`config.mk`:
```
export PLATFORM = sky130hd
export DESIGN_NAME = newton_raphson_cubic_root_flat
export DESIGN_NICKNAME = d
export VERILOG_FILES = /design/src/hw/rtl/nrcr_pkg.sv /design/src/hw/rtl/nrcr_if.sv /design/src/hw/rtl/newton_raphson_cubic_root.sv /design/src/hw/rtl/nrcr_div.sv /design/src/flat_wrapper.sv
export SDC_FILE = /design/constraint.sdc
export NUM_CORES = 2
export LEC_CHECK = 0
export BUFFER_PORTS_ARGS = -buffer_cell sky130_fd_sc_hd__buf_4
export CORE_MARGIN = 2
export CORE_UTILIZATION = 50
export DETAILED_ROUTE_END_ITERATION = 6
export GPL_TIMING_DRIVEN = 1
export PLACE_DENSITY = 0.77
export RECOVER_POWER = 25
export REMOVE_ABC_BUFFERS = 1
export SLEW_MARGIN = 20
export SYNTH_ARGS = -nofsm -noshare
export SYNTH_HDL_FRONTEND = slang
export SYNTH_SLANG_ARGS = --single-unit
export TNS_END_PERCENT = 30
```
`constraint.sdc`:
```
create_clock -name clk -period 10.4 [get_ports clk]
set_input_delay 2.08 -clock clk [delete_from_list [all_inputs] [get_ports clk]]
set_output_delay 2.08 -clock clk [all_outputs]
set_load 0.1 [all_outputs]
```
`src/hw/rtl/nrcr_pkg.sv`:
```
package nrcr_pkg;

  localparam int WORD_BITS = 32;
  localparam int FRAC_BITS = 16;
  // |n| << FRAC_BITS, and the shifted product magnitude
  localparam int DVD_BITS  = WORD_BITS + FRAC_BITS;
  localparam int PROD_BITS = 2 * WORD_BITS;
  localparam int TOL_BITS  = 16;
  localparam int STEP_BITS = 8;
  localparam int ADDR_BITS = 4;

  typedef logic signed [WORD_BITS-1:0] word_t;
  typedef logic [WORD_BITS-1:0]        umag_t;

  typedef enum logic [1:0] {
    ST_CONVERGED  = 2'd0,
    ST_LIMIT      = 2'd1,
    ST_ZERO_DERIV = 2'd2
  } status_t;

  typedef enum logic [1:0] {
    REG_LINEAR   = 2'd0,
    REG_CONSTANT = 2'd1,
    REG_TOL      = 2'd2,
    REG_LIMIT    = 2'd3
  } reg_idx_t;

  localparam word_t WORD_MAX = {1'b0, {(WORD_BITS-1){1'b1}}};
  localparam word_t WORD_MIN = {1'b1, {(WORD_BITS-1){1'b0}}};

  localparam logic [DVD_BITS-1:0] POS_LIMIT =
    {{(DVD_BITS-WORD_BITS+1){1'b0}}, {(WORD_BITS-1){1'b1}}};
  localparam logic [DVD_BITS-1:0] NEG_LIMIT =
    {{(DVD_BITS-WORD_BITS){1'b0}}, 1'b1, {(WORD_BITS-1){1'b0}}};

  function automatic word_t sat_add(word_t p, word_t q);
    logic [WORD_BITS:0] s;
    s = {p[WORD_BITS-1], p} + {q[WORD_BITS-1], q};
    if (s[WORD_BITS] != s[WORD_BITS-1]) begin
      return s[WORD_BITS] ? WORD_MIN : WORD_MAX;
    end
    return word_t'(s[WORD_BITS-1:0]);
  endfunction

  function automatic word_t sat_sub(word_t p, word_t q);
    logic [WORD_BITS:0] s;
    s = {p[WORD_BITS-1], p} - {q[WORD_BITS-1], q};
    if (s[WORD_BITS] != s[WORD_BITS-1]) begin
      return s[WORD_BITS] ? WORD_MIN : WORD_MAX;
    end
    return word_t'(s[WORD_BITS-1:0]);
  endfunction

  // magnitude; the most negative word maps to 2^(WORD_BITS-1)
  function automatic umag_t mag(word_t v);
    umag_t u;
    u = umag_t'(v);
    return v[WORD_BITS-1] ? (~u + 1'b1) : u;
  endfunction

  // sign + magnitude back to a saturated word
  function automatic word_t mag_to_word(logic [DVD_BITS-1:0] m, logic neg);
    umag_t lo;
    lo = m[WORD_BITS-1:0];
    if (!neg) begin
      return (m > POS_LIMIT) ? WORD_MAX : word_t'(lo);
    end
    return (m >= NEG_LIMIT) ? WORD_MIN : word_t'(~lo + 1'b1);
  endfunction

endpackage

```
`src/hw/rtl/nrcr_if.sv`:
```
interface nrcr_in_if import nrcr_pkg::*; ();
  logic  valid;
  logic  ready;
  word_t start_guess;

  modport source(output valid, output start_guess, input ready);
  modport sink(input valid, input start_guess, output ready);
endinterface

interface nrcr_out_if import nrcr_pkg::*; ();
  logic                 valid;
  logic                 ready;
  word_t                root_estimate;
  status_t              status;
  logic [STEP_BITS-1:0] steps_taken;

  modport source(output valid, output root_estimate, output status, output steps_taken,
                 input ready);
  modport sink(input valid, input root_estimate, input status, input steps_taken,
               output ready);
endinterface

```
`src/hw/rtl/newton_raphson_cubic_root.sv`:
```
// Each Newton step runs the multiply/add states (S_SQ, S_X2, S_CUBE, S_AX, S_FX),
//   the 48-bit radix-2 divider and an update (S_UPD); a zero-derivative exit
//   leaves from S_AX without dividing.
// One guess at a time: the next guess is taken once the result is in the
//   output register.
// Reset (rst, sync, active high): idle, no result pending, registers at defaults.
module newton_raphson_cubic_root import nrcr_pkg::*; (
  input  logic                 clk,
  input  logic                 rst,
  nrcr_in_if.sink              guess,
  nrcr_out_if.source           root,
  input  logic                 psel,
  input  logic                 penable,
  input  logic                 pwrite,
  input  logic [ADDR_BITS-1:0] paddr,
  input  logic [31:0]          pwdata,
  output logic [31:0]          prdata,
  output logic                 pready
);

  typedef enum logic [3:0] {
    S_IDLE, S_SQ, S_X2, S_CUBE, S_AX, S_FX, S_DIV, S_UPD, S_DONE
  } state_t;

  // ---------------- configuration registers ----------------
  word_t                linear_coef;
  word_t                constant_coef;
  logic [TOL_BITS-1:0]  tolerance;
  logic [STEP_BITS-1:0] iteration_limit;

  reg_idx_t reg_sel;
  assign reg_sel = reg_idx_t'(paddr[3:2]);
  assign pready  = 1'b1;

  always_ff @(posedge clk) begin
    if (rst) begin
      linear_coef     <= -word_t'(262144);    // -4.0
      constant_coef   <= -word_t'(589824);    // -9.0
      tolerance       <= TOL_BITS'(7);
      iteration_limit <= STEP_BITS'(100);
    end else if (psel && penable && pwrite && pready) begin
      case (reg_sel)
        REG_LINEAR:   linear_coef     <= word_t'(pwdata);
        REG_CONSTANT: constant_coef   <= word_t'(pwdata);
        REG_TOL:      tolerance       <= pwdata[TOL_BITS-1:0];
        REG_LIMIT:    iteration_limit <= pwdata[STEP_BITS-1:0];
        default: ;
      endcase
    end
  end

  always_comb begin
    case (reg_sel)
      REG_LINEAR:   prdata = 32'(linear_coef);
      REG_CONSTANT: prdata = 32'(constant_coef);
      REG_TOL:      prdata = {{(32-TOL_BITS){1'b0}}, tolerance};
      REG_LIMIT:    prdata = {{(32-STEP_BITS){1'b0}}, iteration_limit};
      default:      prdata = '0;
    endcase
  end

  // ---------------- datapath registers ----------------
  state_t               state;
  word_t                x;          // current estimate
  word_t                x2;         // x*x
  word_t                cube;       // x2*x
  word_t                dval;       // f'(x)
  word_t                qval;       // f/f'
  logic [STEP_BITS-1:0] iter;
  logic [STEP_BITS-1:0] limit_eff;
  logic [PROD_BITS-1:0] prod;
  logic                 prod_neg;
  status_t              fin_status;

  logic                 res_valid;
  word_t                res_root;
  status_t              res_status;
  logic [STEP_BITS-1:0] res_steps;

  // ---------------- shared multiplier ----------------
  // One 32x32 magnitude multiplier serves x*x, x2*x and a*x in turn.
  umag_t mul_a, mul_b;
  logic  mul_neg;

  always_comb begin
    mul_a   = mag(x);
    mul_b   = mag(x);
    mul_neg = 1'b0;
    case (state)
      S_CUBE: begin
        mul_a   = mag(x2);
        mul_neg = x2[WORD_BITS-1] ^ x[WORD_BITS-1];
      end
      S_AX: begin
        mul_a   = mag(linear_coef);
        mul_neg = linear_coef[WORD_BITS-1] ^ x[WORD_BITS-1];
      end
      default: ;
    endcase
  end

  // product back to Q16.16, truncated toward zero, saturated
  word_t prod_word;
  assign prod_word = mag_to_word(prod[PROD_BITS-1:FRAC_BITS], prod_neg);

  // f'(x) = (x2 + x2) + (x2 + a), each add saturating
  word_t d_comb;
  assign d_comb = sat_add(sat_add(x2, x2), sat_add(x2, linear_coef));

  // f(x) = (x^3 + a*x) + b; a*x is the product in flight during S_FX
  word_t fx_comb;
  assign fx_comb = sat_add(sat_add(cube, prod_word), constant_coef);

  // ---------------- divider ----------------
  logic  div_done;
  word_t div_quo;

  nrcr_div u_div (
    .clk  (clk),
    .rst  (rst),
    .start(state == S_FX),
    .num  (fx_comb),
    .den  (dval),
    .done (div_done),
    .quo  (div_quo)
  );

  // ---------------- update and step-size test ----------------
  word_t              x1;
  logic [WORD_BITS:0] delta;
  logic [WORD_BITS:0] step_abs;
  logic               converged;

  always_comb begin
    x1        = sat_sub(x, qval);
    delta     = {x1[WORD_BITS-1], x1} - {x[WORD_BITS-1], x};
    step_abs  = delta[WORD_BITS] ? (~delta + 1'b1) : delta;
    converged = step_abs < {{(WORD_BITS+1-TOL_BITS){1'b0}}, tolerance};
  end

  // ---------------- sequencer ----------------
  always_ff @(posedge clk) begin
    if (rst) begin
      state     <= S_IDLE;
      res_valid <= 1'b0;
    end else begin
      // S_DONE reloads the output register itself
      if (root.ready && state != S_DONE) begin
        res_valid <= 1'b0;
      end
      case (state)
        S_IDLE: begin
          if (guess.valid) begin
            x         <= guess.start_guess;
            iter      <= STEP_BITS'(1);
            limit_eff <= (iteration_limit == '0) ? STEP_BITS'(1) : iteration_limit;
            state     <= S_SQ;
          end
        end
        S_SQ: begin
          prod     <= mul_a * mul_b;
          prod_neg <= mul_neg;
          state    <= S_X2;
        end
        S_X2: begin
          x2    <= prod_word;
          state <= S_CUBE;
        end
        S_CUBE: begin
          prod     <= mul_a * mul_b;
          prod_neg <= mul_neg;
          dval     <= d_comb;
          state    <= S_AX;
        end
        S_AX: begin
          if (dval == '0) begin
            // flat tangent: stop with the current estimate
            fin_status <= ST_ZERO_DERIV;
            state      <= S_DONE;
          end else begin
            cube     <= prod_word;
            prod     <= mul_a * mul_b;
            prod_neg <= mul_neg;
            state    <= S_FX;
          end
        end
        S_FX: begin
          state <= S_DIV;   // divider loads f and f' this cycle
        end
        S_DIV: begin
          if (div_done) begin
            qval  <= div_quo;
            state <= S_UPD;
          end
        end
        S_UPD: begin
          x <= x1;
          if (converged) begin
            fin_status <= ST_CONVERGED;
            state      <= S_DONE;
          end else if (iter == limit_eff) begin
            fin_status <= ST_LIMIT;
            state      <= S_DONE;
          end else begin
            iter  <= iter + 1'b1;
            state <= S_SQ;
          end
        end
        S_DONE: begin
          // wait for the output register to free up
          if (!res_valid || root.ready) begin
            res_valid  <= 1'b1;
            res_root   <= x;
            res_status <= fin_status;
            res_steps  <= iter;
            state      <= S_IDLE;
          end
        end
        default: state <= S_IDLE;
      endcase
    end
  end

  assign guess.ready        = (state == S_IDLE);
  assign root.valid         = res_valid;
  assign root.root_estimate = res_root;
  assign root.status        = res_status;
  assign root.steps_taken   = res_steps;

  // ---------------- assertions ----------------
  a_div_only_in_wait: assert property (@(posedge clk) disable iff (rst)
    div_done |-> state == S_DIV)
    else $error("divider finished outside the divide wait");

  a_iter_in_range: assert property (@(posedge clk) disable iff (rst)
    (state != S_IDLE) |-> (iter != '0 && iter <= limit_eff))
    else $error("step counter outside 1..limit");

  a_limit_exit: assert property (@(posedge clk) disable iff (rst)
    (state == S_DONE && fin_status == ST_LIMIT) |-> iter == limit_eff)
    else $error("limit status before the step limit");

endmodule

```
`src/hw/rtl/nrcr_div.sv`:
```
// Radix-2 restoring divider: quo = sat((num << FRAC_BITS) / den), toward zero.
module nrcr_div import nrcr_pkg::*; (
  input  logic  clk,
  input  logic  rst,
  input  logic  start,
  input  word_t num,
  input  word_t den,
  output logic  done,
  output word_t quo
);

  localparam int CNT_BITS = $clog2(DVD_BITS);
  localparam logic [CNT_BITS-1:0] LAST = CNT_BITS'(DVD_BITS - 1);

  logic                busy;
  logic [CNT_BITS-1:0] cnt;
  umag_t               rem;
  umag_t               dmag;
  logic [DVD_BITS-1:0] dvd;  // dividend bits out the top, quotient bits in the bottom
  logic                neg;

  logic [WORD_BITS:0]  rem_sh;
  logic [WORD_BITS:0]  rem_sub;
  logic                qbit;

  always_comb begin
    rem_sh  = {rem, dvd[DVD_BITS-1]};
    rem_sub = rem_sh - {1'b0, dmag};
    qbit    = (rem_sh >= {1'b0, dmag});
  end

  always_ff @(posedge clk) begin
    if (rst) begin
      busy <= 1'b0;
      done <= 1'b0;
      cnt  <= '0;
    end else begin
      done <= !start && busy && (cnt == LAST);
      if (start) begin
        busy <= 1'b1;
        cnt  <= '0;
        rem  <= '0;
        dmag <= mag(den);
        neg  <= num[WORD_BITS-1] ^ den[WORD_BITS-1];
        dvd  <= {mag(num), {FRAC_BITS{1'b0}}};
      end else if (busy) begin
        rem <= qbit ? rem_sub[WORD_BITS-1:0] : rem_sh[WORD_BITS-1:0];
        dvd <= {dvd[DVD_BITS-2:0], qbit};
        cnt <= cnt + 1'b1;
        if (cnt == LAST) begin
          busy <= 1'b0;
        end
      end
    end
  end

  assign quo = mag_to_word(dvd, neg);

endmodule
```
`src/flat_wrapper.sv`:
```
// flat-port wrapper written by rule: the top's interface ports become plain ports
module newton_raphson_cubic_root_flat import nrcr_pkg::*;
  (clk, rst, psel, penable, pwrite, paddr, pwdata, prdata, pready, guess_valid, guess_start_guess, guess_ready, root_valid, root_root_estimate, root_status, root_steps_taken, root_ready);
  nrcr_in_if guess_i ();
  nrcr_out_if root_i ();
  input  logic clk;
  input  logic rst;
  input  logic psel;
  input  logic penable;
  input  logic pwrite;
  input  logic [ADDR_BITS-1:0] paddr;
  input  logic [31:0] pwdata;
  output logic [31:0] prdata;
  output logic pready;
  input wire logic [$bits(guess_i.valid)-1:0] guess_valid;
  input wire logic [$bits(guess_i.start_guess)-1:0] guess_start_guess;
  output wire logic [$bits(guess_i.ready)-1:0] guess_ready;
  output wire logic [$bits(root_i.valid)-1:0] root_valid;
  output wire logic [$bits(root_i.root_estimate)-1:0] root_root_estimate;
  output wire logic [$bits(root_i.status)-1:0] root_status;
  output wire logic [$bits(root_i.steps_taken)-1:0] root_steps_taken;
  input wire logic [$bits(root_i.ready)-1:0] root_ready;
  assign guess_i.valid = guess_valid;
  assign guess_i.start_guess = guess_start_guess;
  assign guess_ready = guess_i.ready;
  assign root_valid = root_i.valid;
  assign root_root_estimate = root_i.root_estimate;
  assign root_status = root_i.status;
  assign root_steps_taken = root_i.steps_taken;
  assign root_i.ready = root_ready;
  newton_raphson_cubic_root u_core (.clk(clk), .rst(rst), .guess(guess_i), .root(root_i), .psel(psel), .penable(penable), .pwrite(pwrite), .paddr(paddr), .pwdata(pwdata), .prdata(prdata), .pready(pready));
endmodule
```
==> impl_summary.txt <==
----------------------------------------------------
[Global routing]
  GRT Overall Usage ... 0.319
  Overall overflow remaining after global route ... 0
  Antenna violations before repair ... 0
  Largest net degree at the start of global routing ... 81
  Number of global-route vias before repair ... around 61000
  First-pass GRT wire length ... about 350000 µm

[Timing]
  Final hold viol count ... 0
  Rel. slew slack ... -1.04
  Count of final setup violators ... 5
  Max Clk Rate ... ~95 MHz
  Slew of the pin with the lowest slew margin ... between 3 and 4 ns
  Total Neg Setup Slack ... -0.443 ns
  Final-report max-slew violation count ... 326
  Unrepaired setup endpoints after global routing ... yes
  Minimum setup slack in the final design ... -0.154 ns
  Clock period minus worst slack ... ~11 ns
  Share of the clock period used by the worst path ... 1.01
  Final worst clock skew ... about 0.052 ns

[Synth]
  EDFF count, synth ... between 300 and 400
  Share of the synthesized area in the top cell type ... 0.264
  Adder and majority cell fraction of the synthesized area ... 0.360
  Ranking of synthesized cells by area ... fa_1, edfxtp_1, ha_1, inv_1, nand2_1
  Most used DFF post-synth ... edfxtp_1
  Largest family of logic cells by synthesized area ... adder cells
  Register bit total from synthesis ... 483
  Top cells by count, synth ... inv_1, nand2_1, fa_1
  Post-synth ARST share ... 0
  Count of distinct cell types in the synthesized netlist ... just over 100
  Post-synthesis average cell area ... between 8 and 9 µm²
  Synthesized-area fraction occupied by ao, oa, aoi and oai cells ... 0.127
  Synthesized-area fraction occupied by and/or/nand/nor cells ... 0.164
  Area of the mapped netlist ... around 68000 µm²
  Post-synth top area cell ... fa_1
  Post-synthesis mux area share ... 0.0146
  Xor/xnor cell area share of the yosys netlist ... 0.0509
  Most numerous cell in the Yosys netlist ... inv_1
  Yosys synthesis warning count ... 0
  Post-synthesis sequential area ratio ... 0.197
  Number of instances in the synthesized netlist ... 7798

[Die]
  Starting utilization of the core area ... 0.505
  Die extent in x ... 374 µm
  Core Box Area ... roughly 140000 µm²
  DIE AREA ... around 140000 µm²
  Standard-cell row count ... around 140
  Die height ... ~370 µm
  # IOs ... roughly 150

[Setup path]
  Launch point of the worst reg-to-reg path ... u_core.x2[5]$_DFFE_PP_
  Critical path data required time ... ~11 ns
  CP Max Fanout ... 3
  Cell with the most instances on the worst path ... fa_1
  Setup crit start kind ... register
  Sort of element at the end of the critical path ... register
  Critical path buffer and inverter count ... 9
  Number of cells on the worst reg-to-reg path ... 43
  Longest individual stage delay on the worst path ... 0.57 ns
  Capture instance of the worst register-to-register path ... u_core.prod[63]$_DFFE_PP_
  Path length in cells of the critical path ... 43
  CP max-delay cell ... fa_1
  Type of the worst setup path ... reg2reg
  Crit path capture ... u_core.prod[63]$_DFFE_PP_
  Worst path top cell family by delay ... adder cells
  Worst R2R Setup Slack ... -0.15 ns
  Critical path data arrival time ... ~11 ns
  Crit path launch ... u_core.x2[5]$_DFFE_PP_

[Clocking]
  Sink count of the clock tree ... 483
  Hold buffers post-CTS ... 0
  Clock transition at path regs ... 0.06 ns
  Max Buffers Root-to-Sink ... 3
  Later-pin clock latency in the skew report ... slightly below 0.7 ns
  TritonCTS Buffers ... 53
  # H-tree levels ... 2
  Clock tree from TritonCTS ... done
  Clk Tree Root Cell ... clkbuf_16

[Flow run]
  MaxCap Viol Count ... 7

[Finish]
  Largest registers ... u_core.prod (48), u_core.u_div.dvd (48)
  Layout cell share with drive strength beyond 1 ... 0.145
  Final Cell Area ... roughly 80000 µm²
  Layout Nets ... 9885
  Number of antenna cells inserted ... 0
  Synth-to-layout area growth ... 16.1%

[Drt]
  DRC violation total after the first TritonRoute iteration ... between 5000 and 6000
  Total detailed-routing wirelength ... 224000 µm
  First-pass DRT Iterations ... 7
  Average detailed-routed wire length per instance ... between 20 and 25 µm
  Remaining DRCs ... 0
  Avg Vias per Cell ... between 5 and 6
  Total number of vias ... about 60000
  Antenna-violating nets left ... 0

[Hold path]
  Classification of the worst-slack hold path ... reg2reg

[Placed design]
  Detailed placement HPWL ... approximately 180000 µm
  Total placed instance area ... 76800 µm²
  Port Buffers ... ~150
  GPL Wtd Cong ... a little over 1

[Outcome]
  Violations in the final reports ... capacitance limit, slew limit, setup timing
  Run status ... finished, violations left

----------------------------------------------------
==> cells by family after synthesis <==
family | Yosys count
compound gates | 1360
xor+xnor | 397
fa+ha+maj | 1430
buf+inv | 1573
flops | 483
mux | 86
other cells | 1
simple gates | 2468
==> how the worst min path moves through the flow <==
stage,start,to,slack [ns],cells after the start
after floorplan,u_core.fin_status[0]$_SDFFCE_PN0P_,u_core.root.status[0]$_DFFE_PP_,0.40,0
after detailed placement,u_core.fin_status[0]$_SDFFCE_PN0P_,u_core.root.status[0]$_DFFE_PP_,0.41,0
after global placement,u_core.fin_status[0]$_SDFFCE_PN0P_,u_core.root.status[0]$_DFFE_PP_,0.40,0
final,u_core.fin_status[0]$_SDFFCE_PN0P_,u_core.root.status[0]$_DFFE_PP_,0.42,0
after CTS,u_core.fin_status[0]$_SDFFCE_PN0P_,u_core.root.status[0]$_DFFE_PP_,0.42,0
after global routing,u_core.fin_status[0]$_SDFFCE_PN0P_,u_core.root.status[0]$_DFFE_PP_,0.43,0
==> final cells by class <==
cell class                 count  area, µm²
clock buffer                  66       1480
clock inverter                34        395
fill                       11574      56100
inverter                    1203       4520
multi-input combinational   5742      50200
sequential                   483      13500
tap                         1781       2230
timing repair buffer         911       7240
==> stage by stage <==
stage               setup WS [ns]  utilization  cells  hold WS (ns)
finish                     -0.154        0.586  10220         0.420
global route               -0.528        0.586  10220         0.430
CTS                       -0.0969        0.584  10210         0.421
detailed placement         -0.971        0.566  10091         0.406
global placement           -0.917        0.566  10091         0.401
floorplan                   -1.87            -   7428         0.400
==> per-layer routing <==
metal  track usage  vias up  share of wire
met5             0        -              0
met4         0.168        0          0.064
met3        0.0555      644          0.093
met2         0.516     2975           0.46
met1         0.410    29681           0.38
li1              -    26769              -
==> placed cells by master (no fill, tap or decap), types with 23 or more instances in the layout <==
master / netlist / routed
xor2_1: 138 / 137
nand3b_1: 39 / 39
o311ai_0: 40 / 39
a21oi_2: 0 / 23
clkbuf_16: 0 / 57
nand2_1: 1181 / 1176
o21ai_0: 315 / 293
o21a_1: 47 / 45
a21oi_1: 406 / 379
nand4_1: 31 / 31
or2_2: 31 / 29
edfxtp_1: 382 / 382
xnor2_1: 258 / 225
dfxtp_1: 101 / 101
a31oi_1: 36 / 34
nor2b_1: 102 / 99
and3_1: 31 / 31
or3_1: 80 / 76
nor3_1: 145 / 140
nor2_1: 471 / 459
o21bai_1: 25 / 25
nand3_1: 74 / 72
nand2b_1: 63 / 60
o31ai_1: 67 / 60
nor4_1: 41 / 37
xnor2_2: 1 / 31
buf_4: 1 / 820
mux2_2: 29 / 29
fa_1: 902 / 897
inv_1: 1202 / 1201
ha_1: 514 / 508
and2_1: 112 / 103
buf_12: 0 / 40
o21ai_1: 9 / 26
a21o_1: 144 / 144
mux2i_1: 49 / 48
clkbuf_1: 350 / 47
a211oi_1: 39 / 34
==> what timing repair did <==
action | in CTS | in global routing
cloned | 0 | 1
gates resized for setup | 95 | 82
setup endpoints to repair | 54 | 57
setup buffers | 20 | 8
pin swaps | 53 | 46
Power is left out: the tool's default activity adds up to more than one toggle a clock period on the data nets, which glitch-free logic cannot reach.
